File: src/rtl/ihrc_pkg.sv
// Shared types and constants for the IPv4 header receive check.
// Used by the register port, the header check datapath and the top level; no dependencies.
package ihrc_pkg;

  localparam int unsigned WORD_W  = 16;
  localparam int unsigned ADDR_W  = 32;
  localparam int unsigned COUNT_W = 5;
  localparam int unsigned SUM_W   = 21;
  localparam int unsigned IHL_W   = 4;
  localparam int unsigned PADDR_W = 3;

  localparam logic [IHL_W-1:0]   MIN_IHL     = 4'd5;
  localparam logic [COUNT_W-1:0] SHORT_SPAN  = 5'd10;

  localparam logic [COUNT_W-1:0] IDX_FIRST    = 5'd0;
  localparam logic [COUNT_W-1:0] IDX_TOTAL    = 5'd1;
  localparam logic [COUNT_W-1:0] IDX_PROTOCOL = 5'd4;
  localparam logic [COUNT_W-1:0] IDX_CHECKSUM = 5'd5;
  localparam logic [COUNT_W-1:0] IDX_SRC_HI   = 5'd6;
  localparam logic [COUNT_W-1:0] IDX_SRC_LO   = 5'd7;
  localparam logic [COUNT_W-1:0] IDX_DST_HI   = 5'd8;
  localparam logic [COUNT_W-1:0] IDX_DST_LO   = 5'd9;
  localparam logic [COUNT_W-1:0] MAX_IDX      = 5'd29;

  localparam logic PREG_OUR_ADDRESS = 1'b0;

  typedef enum logic [1:0] {
    STATUS_ACCEPTED  = 2'd0,
    STATUS_WRONG_DST = 2'd1,
    STATUS_BAD_SUM   = 2'd2,
    STATUS_MALFORMED = 2'd3
  } status_t;

  typedef struct packed {
    status_t             status;
    logic [WORD_W-1:0]   data_length;
    logic [ADDR_W-1:0]   source_address;
    logic [7:0]          protocol_number;
    logic [COUNT_W-1:0]  header_words;
  } result_t;

endpackage

File: src/rtl/ihrc_cfg_regs.sv
// APB-style register port holding the local IPv4 address.
// Depends on ihrc_pkg for the address width and register decode.
module ihrc_cfg_regs
  import ihrc_pkg::*;
(
  input  logic               clk,
  input  logic               rst,
  input  logic               psel,
  input  logic               penable,
  input  logic               pwrite,
  input  logic [PADDR_W-1:0] paddr,
  input  logic [31:0]        pwdata,
  output logic [31:0]        prdata,
  output logic               pready,
  output logic [ADDR_W-1:0]  our_address
);

  logic reg_sel;

  assign pready  = 1'b1;
  assign reg_sel = (paddr[2] == PREG_OUR_ADDRESS);
  assign prdata  = reg_sel ? our_address : 32'd0;

  always_ff @(posedge clk) begin
    if (rst) begin
      our_address <= '0;
    end else if (psel && penable && pwrite && pready && reg_sel) begin
      our_address <= pwdata;
    end
  end

endmodule

File: src/rtl/ihrc_hdr_check.sv
// Input word register, per-header state and verdict register.
// Depends on ihrc_pkg for field widths, word positions and the result type.
module ihrc_hdr_check
  import ihrc_pkg::*;
(
  input  logic              clk,
  input  logic              rst,
  input  logic [ADDR_W-1:0] our_address,
  input  logic              in_valid,
  output logic              in_stall,
  input  logic [WORD_W-1:0] header_word,
  output logic              out_valid,
  input  logic              out_stall,
  output result_t           result
);

  logic               word_valid;
  logic [WORD_W-1:0]  word_q;

  logic [COUNT_W-1:0] word_count;
  logic [SUM_W-1:0]   running_sum;
  logic [IHL_W-1:0]   header_length;
  logic [WORD_W-1:0]  total_length;
  logic [7:0]         protocol_seen;
  logic [ADDR_W-1:0]  source_seen;
  logic               destination_matches;
  logic [WORD_W-1:0]  checksum_seen;

  logic [IHL_W-1:0]   hl_eff;
  logic [COUNT_W-1:0] span;
  logic               last;
  logic               advance;
  logic               load;
  logic [SUM_W-1:0]   sum_eff;
  logic               dst_eff;
  logic [16:0]        fold1;
  logic [WORD_W-1:0]  fold2;
  logic [WORD_W-1:0]  hdr_bytes;
  logic               malformed;
  result_t            verdict;

  assign hl_eff  = (word_count == IDX_FIRST) ? word_q[11:8] : header_length;
  assign span    = (hl_eff < MIN_IHL) ? SHORT_SPAN : {hl_eff, 1'b0};
  assign last    = ({1'b0, word_count} + 6'd1) >= {1'b0, span};
  assign advance = word_valid && (!last || !out_valid || !out_stall);
  assign load    = advance && last;
  assign in_stall = word_valid && !advance;

  assign sum_eff = running_sum +
                   ((word_count != IDX_CHECKSUM) ? {5'd0, word_q} : '0);
  assign dst_eff = destination_matches &&
                   !((word_count == IDX_DST_HI) && (word_q != our_address[31:16])) &&
                   !((word_count == IDX_DST_LO) && (word_q != our_address[15:0]));

  assign fold1     = {1'b0, sum_eff[15:0]} + {12'd0, sum_eff[20:16]};
  assign fold2     = fold1[15:0] + {15'd0, fold1[16]};
  assign hdr_bytes = {10'd0, hl_eff, 2'b00};
  assign malformed = (hl_eff < MIN_IHL) || (total_length < hdr_bytes);

  always_comb begin
    verdict.data_length     = malformed ? '0 : (total_length - hdr_bytes);
    verdict.source_address  = source_seen;
    verdict.protocol_number = protocol_seen;
    verdict.header_words    = span;
    priority if (malformed) begin
      verdict.status = STATUS_MALFORMED;
    end else if (!dst_eff) begin
      verdict.status = STATUS_WRONG_DST;
    end else if (~fold2 != checksum_seen) begin
      verdict.status = STATUS_BAD_SUM;
    end else begin
      verdict.status = STATUS_ACCEPTED;
    end
  end

  always_ff @(posedge clk) begin
    if (rst) begin
      word_valid <= 1'b0;
    end else if (in_valid && !in_stall) begin
      word_valid <= 1'b1;
    end else if (advance) begin
      word_valid <= 1'b0;
    end
  end

  always_ff @(posedge clk) begin
    if (in_valid && !in_stall) begin
      word_q <= header_word;
    end
  end

  always_ff @(posedge clk) begin
    if (rst || load) begin
      word_count          <= '0;
      running_sum         <= '0;
      header_length       <= '0;
      total_length        <= '0;
      protocol_seen       <= '0;
      source_seen         <= '0;
      destination_matches <= 1'b1;
      checksum_seen       <= '0;
    end else if (advance) begin
      word_count          <= word_count + 5'd1;
      running_sum         <= sum_eff;
      header_length       <= hl_eff;
      destination_matches <= dst_eff;
      if (word_count == IDX_TOTAL) begin
        total_length <= word_q;
      end
      if (word_count == IDX_PROTOCOL) begin
        protocol_seen <= word_q[7:0];
      end
      if (word_count == IDX_CHECKSUM) begin
        checksum_seen <= word_q;
      end
      if (word_count == IDX_SRC_HI) begin
        source_seen[31:16] <= word_q;
      end
      if (word_count == IDX_SRC_LO) begin
        source_seen[15:0] <= word_q;
      end
    end
  end

  always_ff @(posedge clk) begin
    if (rst) begin
      out_valid <= 1'b0;
    end else if (load) begin
      out_valid <= 1'b1;
    end else if (!out_stall) begin
      out_valid <= 1'b0;
    end
  end

  always_ff @(posedge clk) begin
    if (load) begin
      result <= verdict;
    end
  end

`ifndef SYNTHESIS
  a_count_range: assert property (@(posedge clk) disable iff (rst)
    word_count <= MAX_IDX)
    else $error("word count ran past the longest header");

  a_clear_after_verdict: assert property (@(posedge clk) disable iff (rst)
    load |=> (word_count == '0) && destination_matches && (running_sum == '0))
    else $error("header state not cleared after a verdict");

  a_stall_cause: assert property (@(posedge clk) disable iff (rst)
    in_stall |-> word_valid && last && out_valid && out_stall)
    else $error("input stalled without a held verdict");

  a_span_legal: assert property (@(posedge clk) disable iff (rst)
    out_valid |-> (result.header_words >= SHORT_SPAN) && !result.header_words[0])
    else $error("verdict carries an impossible header word count");
`endif

endmodule

File: src/rtl/ip_header_receive_check.sv
// Top level of the IPv4 header receive check; instantiates the register port
// and the header check datapath. Depends on ihrc_pkg.
//
// The block takes one 16-bit header word per cycle while in_stall is low, in network
// byte order, and gives one verdict per header, with no gaps needed between
// headers. A word is held in an input register and from there updates the header
// state; the verdict is registered in the output register once the last header
// word has left the input register. in_stall rises only when the last word of a
// header is waiting while the previous verdict is still held by out_stall. The
// folded checksum, destination compare and length checks sit between the input
// word register and the verdict register. There is no clearing pass after reset.
module ip_header_receive_check_core
  import ihrc_pkg::*;
(
  input  logic               clk,
  input  logic               rst,
  input  logic               psel,
  input  logic               penable,
  input  logic               pwrite,
  input  logic [PADDR_W-1:0] paddr,
  input  logic [31:0]        pwdata,
  output logic [31:0]        prdata,
  output logic               pready,
  input  logic               in_valid,
  output logic               in_stall,
  input  logic [WORD_W-1:0]  header_word,
  output logic               out_valid,
  input  logic               out_stall,
  output logic [1:0]         status,
  output logic [WORD_W-1:0]  data_length,
  output logic [ADDR_W-1:0]  source_address,
  output logic [7:0]         protocol_number,
  output logic [COUNT_W-1:0] header_words
);

  logic [ADDR_W-1:0] our_address;
  result_t           result;

  ihrc_cfg_regs u_cfg (
    .clk         (clk),
    .rst         (rst),
    .psel        (psel),
    .penable     (penable),
    .pwrite      (pwrite),
    .paddr       (paddr),
    .pwdata      (pwdata),
    .prdata      (prdata),
    .pready      (pready),
    .our_address (our_address)
  );

  ihrc_hdr_check u_check (
    .clk         (clk),
    .rst         (rst),
    .our_address (our_address),
    .in_valid    (in_valid),
    .in_stall    (in_stall),
    .header_word (header_word),
    .out_valid   (out_valid),
    .out_stall   (out_stall),
    .result      (result)
  );

  assign status          = result.status;
  assign data_length     = result.data_length;
  assign source_address  = result.source_address;
  assign protocol_number = result.protocol_number;
  assign header_words    = result.header_words;

endmodule
File: config.mk
export PLATFORM = sky130hd
export DESIGN_NAME = ip_header_receive_check_core
export DESIGN_NICKNAME = d
export VERILOG_FILES = /design/src/rtl/ihrc_pkg.sv /design/src/rtl/ihrc_cfg_regs.sv /design/src/rtl/ihrc_hdr_check.sv /design/src/rtl/ip_header_receive_check.sv
export SDC_FILE = /design/constraint.sdc
export NUM_CORES = 1
export LEC_CHECK = 0
export BUFFER_PORTS_ARGS = -buffer_cell sky130_fd_sc_hd__buf_2
export CAP_MARGIN = 40
export CELL_PAD_IN_SITES_DETAIL_PLACEMENT = 0
export CELL_PAD_IN_SITES_GLOBAL_PLACEMENT = 2
export CORE_ASPECT_RATIO = 1.25
export CORE_MARGIN = 5
export CORE_UTILIZATION = 35
export CTS_CLUSTER_DIAMETER = 30
export DETAILED_ROUTE_END_ITERATION = 10
export PLACE_DENSITY_LB_ADDON = 0.1
export SLEW_MARGIN = 20
export SYNTH_ARGS = -nofsm -noshare
export SYNTH_HDL_FRONTEND = slang
export SYNTH_SLANG_ARGS = --single-unit
File: constraint.sdc
create_clock -name clk -period 7.7 [get_ports clk]
set_input_delay 1.54 -clock clk [delete_from_list [all_inputs] [get_ports clk]]
set_output_delay 1.54 -clock clk [all_outputs]
set_load 0.02 [all_outputs]
* After elaboration in Yosys (flattened, before gate mapping)
Cells that the tools add are included.
** Operators by class
- Divide/modulo/power cells :: 0
- Shifts and indexed selects :: 0
- Muxes and demuxes :: 10
- Bitwise logic cells :: 3
- Eq/ne operators :: 12
- Multipliers :: 0
- Reduce and logical (&&, ||, !) cells :: 30
- Order comparisons :: 3
- Add/sub/neg operators :: 6
** Operators with widths (count)
- 16-bit != test :: 3
- 32-bit 2-to-1 mux :: 1
- 21-bit adder :: 1
- 5-bit by 3-bit equality test with 1-bit output (second input constant) :: 4
- 16-bit by 5-bit adder with 17-bit output :: 1
- 16-bit by 1-bit adder with 16-bit output :: 1
- 16-bit by 6-bit less-than comparator with 1-bit output :: 1
- 16-bit 2-to-1 mux :: 1
- 16-bit NOT :: 1
- 16-bit by 6-bit subtractor with 16-bit output :: 1
- 1-bit logical AND :: 11
- 5-bit by 4-bit equality test with 1-bit output (second input constant) :: 2
- 2-bit AND reduction :: 5
- 1-bit zero test :: 7
- 5-bit by 1-bit adder with 6-bit output (second input constant) :: 1
- 6-bit by 5-bit >= comparator with 1-bit output :: 1
- 5-bit by 1-bit adder with 5-bit output (second input constant) :: 1
- 5-bit by 1-bit equality test with 1-bit output (second input constant) :: 1
- 5-bit zero test :: 1
- 5-bit 2-to-1 mux :: 1
- 5-bit by 3-bit != test with 1-bit output (second input constant) :: 1
- 1-bit logical OR :: 4
- 4-bit by 3-bit less-than comparator with 1-bit output (second input constant) :: 1
- 1-bit 2-to-1 mux :: 4
- 6 further kinds :: 8
** Storage, ports and cells
- Input port bits :: 58
- Bits in writable memories :: 0
- ROM bits :: 0
- Bits in latches :: 0
- Output and inout port bits :: 98
- Memories :: 0
- Register bits :: 216

* Longest topological paths before layout
- Word-level depth :: 14
- Gate-level depth with buffers :: 33
- Depth with buffers taken out :: 31

* Hierarchy
From an unflattened synthesis, not the netlist that was laid out.
** Second synthesis, totals
- Cells, all modules :: 1152
- Area total of the unflattened synthesis :: 10930.5 µm²
** By module, submodules not included
- ihrc_hdr_check :: seq. area each 4444.3 µm², cells each 975, area each 9233.9 µm², times used 1
- ihrc_cfg_regs :: seq. area each 640.6 µm², cells each 177, area each 1696.6 µm², times used 1

* Worst setup path before layout
OpenSTA, ideal clock, no wires.
- Kind :: register to register
- Start :: register u_check.word_count[2]
- End :: register, netlist name u_check.result[62]
- Arrival time :: 6.825 ns
- Library setup time :: 0.273 ns
- Buffers on the path :: 3
- Setup slack :: 0.602 ns
- Required time :: 7.427 ns
- Period minus slack after synthesis :: 7.098 ns
- Cell stages (with the launch flop) :: 34
- Cells stage by stage :: dfxtp_1 > clkbuf_1 > nor3b_1 > and2_1 > clkbuf_1 > clkbuf_1 > nor2b_1 > ha_1 > fa_1 > a211oi_2 > o21ai_4 > a221oi_2 > o21bai_1 > a21oi_1 > o21bai_1 > a21oi_1 > xnor2_1 > ha_1 > fa_1 > a211oi_1 > nor2_1 > a21oi_1 > nor2_1 > nand4_2 > nor3_1 > ha_1 > ha_1 > and4_1 > a21boi_0 > nand2b_1 > a211o_1 > nand3_1 > o41ai_1 > o211ai_1
** On the way
- Cells in the longest elaborated chain, start to end :: 9
- Elaborated cells between the ends (all ways) :: 22
** Ends and longest elaborated chain
- from (decl) :: RTL line ihrc_hdr_check.sv:20 : logic [COUNT_W-1:0] word_count;
- from (signal assigned) :: RTL line ihrc_hdr_check.sv:103 : word_count <= word_count + 5'd1;
- 5-bit by 3-bit != test with 1-bit output :: RTL line ihrc_hdr_check.sv:50 : ((word_count != IDX_CHECKSUM) ? {5'd0, word_q} : '0);
- 16-bit 2-to-1 mux :: RTL line ihrc_hdr_check.sv:50
- 21-bit adder :: RTL line ihrc_hdr_check.sv:49 : assign sum_eff = running_sum +
- via u_check.sum_eff[16] :: RTL line ihrc_hdr_check.sv:34 : logic [SUM_W-1:0] sum_eff;
- 16-bit by 5-bit adder with 17-bit output :: RTL line ihrc_hdr_check.sv:55 : assign fold1 = {1'b0, sum_eff[15:0]} + {12'd0, sum_eff[20:16]};
- 16-bit by 1-bit adder with 16-bit output :: RTL line ihrc_hdr_check.sv:56 : assign fold2 = fold1[15:0] + {15'd0, fold1[16]};
- 16-bit NOT :: RTL line ihrc_hdr_check.sv:69 : end else if (~fold2 != checksum_seen) begin
- 16-bit != test :: RTL line ihrc_hdr_check.sv:69
- 2-bit 2-to-1 mux :: RTL line ihrc_hdr_check.sv:69
- 2-bit 2-to-1 mux :: RTL line ihrc_hdr_check.sv:67 : end else if (!dst_eff) begin
The timed path passes the listed nets, and every way through them passes these cells.
A chain may end at the register's enable or synchronous reset.

* Worst setup path after layout
- Start :: register u_check.word_count[2]
- End :: register, netlist name u_check.result[62]
** On the way
- Cells in the longest elaborated chain, start to end :: 9
- Elaborated cells between the ends (all ways) :: 22
** Ends and longest elaborated chain (RTL line)
- 5-bit by 3-bit != test with 1-bit output :: ihrc_hdr_check.sv:50
- 16-bit 2-to-1 mux :: ihrc_hdr_check.sv:50
- 21-bit adder :: ihrc_hdr_check.sv:49
- via u_check.sum_eff[18] :: ihrc_hdr_check.sv:34
- 16-bit by 5-bit adder with 17-bit output :: ihrc_hdr_check.sv:55
- 16-bit by 1-bit adder with 16-bit output :: ihrc_hdr_check.sv:56
- 16-bit NOT :: ihrc_hdr_check.sv:69
- 16-bit != test :: ihrc_hdr_check.sv:69
- 2-bit 2-to-1 mux :: ihrc_hdr_check.sv:69
- 2-bit 2-to-1 mux :: ihrc_hdr_check.sv:67
The timed path passes the listed nets, and every way through them passes these cells.

==> run metrics <==
non-filler cells, final about 1700; Via density 4.79; Mapped Area approximately 0.011 sq mm; leakage ~5.2 nW; detailed-route via count roughly 8300; Synth Flop Type dfxtp_1; CP startpoint kind flip-flop; Worst EP arrival 7.33 ns; Synth cell types 75; Sink Count roughly 220; cell accounting for the most synthesized area dfxtp_1; P per Cell Area between 200 and 300 mW/mm^2; Die W around 170 um; Clock Power Share a little over half; WP data required roughly 8 ns; XOR/XNOR Fraction of Synth Area between 8 and 9%; CTS root buffer clkbuf_16; core area roughly 0.030 sq mm; Syn Nets about 1200; overall routing resource usage 18.5%; RSZ-0062 raised after global routing false; maximum clock frequency 0.141 GHz; Layout area overhead 27.0%; final worst slack around 0.63 ns; largest net degree at the start of global routing 63; Synth warnings 0; first-pass GRT wire length around 48000 um; io pins approximately 160; mux contribution to synthesized area under 10%; Simple-Gate Fraction of Synth Area a little over a fifth; number of DRC markers in iteration 0 ~340; Clock Pin Slew Worst Setup and Hold Paths ~0.050 ns; Seq/Total Area, Yosys between 40% and 50%; top cell type's share of synthesized area about a quarter; Routed WL per cell ~18 um; final hold violations 0; # DRC 0; Setup violations, final 0; Worst-Skew Late Latency around 0.54 ns; Total Neg Setup Slack 0 ns; number of flops mapped to enable cells by yosys slightly below 80; Sw Ratio a little over a quarter; post-route clock period utilization 91.8%; crit path kind flip-flop to flip-flop; CTS tree yes; Seq pwr share 33.6%; largest family of logic cells by synthesized area simple AND/OR/NAND/NOR gates; Rel. slew slack between 40% and 50%; total setup buffers inserted after CTS 0; wirelength, routed about 31000 um; Post-CTS Resized 0; post-layout min period about 7.1 ns; crit path buf inv count 0; CP Capture Type flip-flop; row count 71; CP max stage cell dfxtp_1; synth cell count leaders 245 x nand2_1, 137 x dfxtp_1, 133 x a21oi_1, 78 x edfxtp_1, 65 x nor2_1; Worst path most repeated cell ha_1; Layout Skew 0.0181 ns; Int Pwr ~0.0027 W; Largest stage delay, worst path approximately 0.51 ns; Final ANT Viol Nets 0; crit-path max FO 9; Async SR Flop Fraction 0%; CTS hold repair buffers 0; chip height approximately 200 um; die footprint roughly 0.034 sq mm; post-synthesis cell count approximately 1100; Adder-Cell Fraction of Synth Area under 10%; placed cells about 1700; Max VDD drop 0.167 mV; worst hold-check path type flip-flop to flip-flop; H-tree level count 2; Starting Density 35.2%; top cells by area, synth dfxtp_1 26%, edfxtp_1 22%, nand2_1 8.7%; DP HPWL between 20000 and 25000 um; nets ~1400; outcome completed; Max Slew Vio Count 0; DRT Pass-1 Iters 4; Worst-Margin Slew ~0.76 ns; GPL Wtd Cong between 0.8 and 0.9; Comb power frac 12.7%; Compound-Gate Fraction of Synth Area about an eighth; number of antenna violations at the first check in global routing 5; switching power 0.000967 W; Num CTS Buffers 43; IO buf count between 150 and 200; Post-Place Setup Slack 0.562 ns; max_cap viols 0; deepest clock path buffer count 3; GRT overflow 0; register bit total from synthesis about 220; most common cell in the netlist nand2_1; Fill cells roughly 3000; Avg Cell Area, Syn around 9.2 sq um; vias in the first global route around 8400; share of cells above drive strength 1 between 20% and 30%; Top Family by Delay on Critical Path compound AO/OA/AOI/OAI gates
power groups by stage:
stage / Combinational [W] / Sequential [W] / Clock (W)
after CTS: 0.000470 / 0.00124 / 0.00201
final: 0.000466 / 0.00123 / 0.00197
after global placement: 0.000464 / 0.00126 / 0
after floorplan: 0.000325 / 0.00125 / 0
after detailed placement: 0.000467 / 0.00126 / 0
after global routing: 0.000521 / 0.00124 / 0.00207
per-stage QoR:
stage                     utilization (%)  instance area, sq um  hold WS (ns)  total power, W
final                                44.7                 13400         0.418         0.00367
after global placement               39.2                 11700         0.412         0.00172
after global routing                 44.7                 13400         0.432         0.00383
after floorplan                         -                 10500         0.408         0.00158
after CTS                            44.5                 13300         0.422         0.00371
after detailed placement             39.3                 11700         0.415         0.00172
final cells by class:
class | count | area, sq um | share of cell area (%)
clock inverters | 32 | 448 | 3.35
well taps | 401 | 502 | 3.76
diodes | 3 | 7.51 | 0.0562
clock buffers | 47 | 1090 | 8.17
inverters | 19 | 71.3 | 0.534
flip-flops and latches | 215 | 5080 | 38.1
repair buffers | 180 | 1050 | 7.89
multi-input cells | 838 | 5100 | 38.2
layout by cell type (no fill, tap or decap), types with 35 or more instances in the layout:
cell and count:
a21oi_1 132, buf_2 151, clkbuf_16 43, dfxtp_1 137
edfxtp_1 78, ha_1 35, nand2_1 245, nor2_1 65
nor2b_1 56, xnor2_1 39, xor2_1 52
registers in the layout (all words and copies together), names as in the netlist:
signal and count:
u_check.running_sum 21, u_check.result 62, u_check.destination_matches 1, u_cfg.our_address 32
u_check.source_seen 32, u_check.out_valid 1, u_check.header_length 4, u_check.word_count 5
u_check.protocol_seen 8, u_check.word_valid 1, u_check.checksum_seen 16, u_check.total_length 16
u_check.word_q 16
layer usage:
layer | vias up | track usage [%] | share of wire (%)
met4 | 6 | 4.40 | 1.6
met3 | 43 | 5.06 | 6.1
met5 | - | 0 | 0.093
met1 | 3833 | 24.1 | 44
li1 | 4252 | - | -
met2 | 185 | 30.6 | 48
worst paths after layout:
kind                             end               startpoint  depth (start not counted)  slack (ns)
setup / recovery  u_check.result[62]    u_check.word_count[2]                         30        0.63
hold reg to reg   u_check.result[27]  u_check.source_seen[14]                          0        0.42
setup reg to reg  u_check.result[62]    u_check.word_count[2]                         30        0.63
hold / removal    u_check.result[27]  u_check.source_seen[14]                          0        0.42
kinds of logic after synthesis:
family	after synthesis
multiplexers	13
AO/OA/AOI/OAI	217
buffers and inverters	90
flip-flops	215
AND/OR/NAND/NOR	472
other	2
adder cells (fa/ha/maj)	38
XOR/XNOR	96
(Power assumes the default switching activity.)
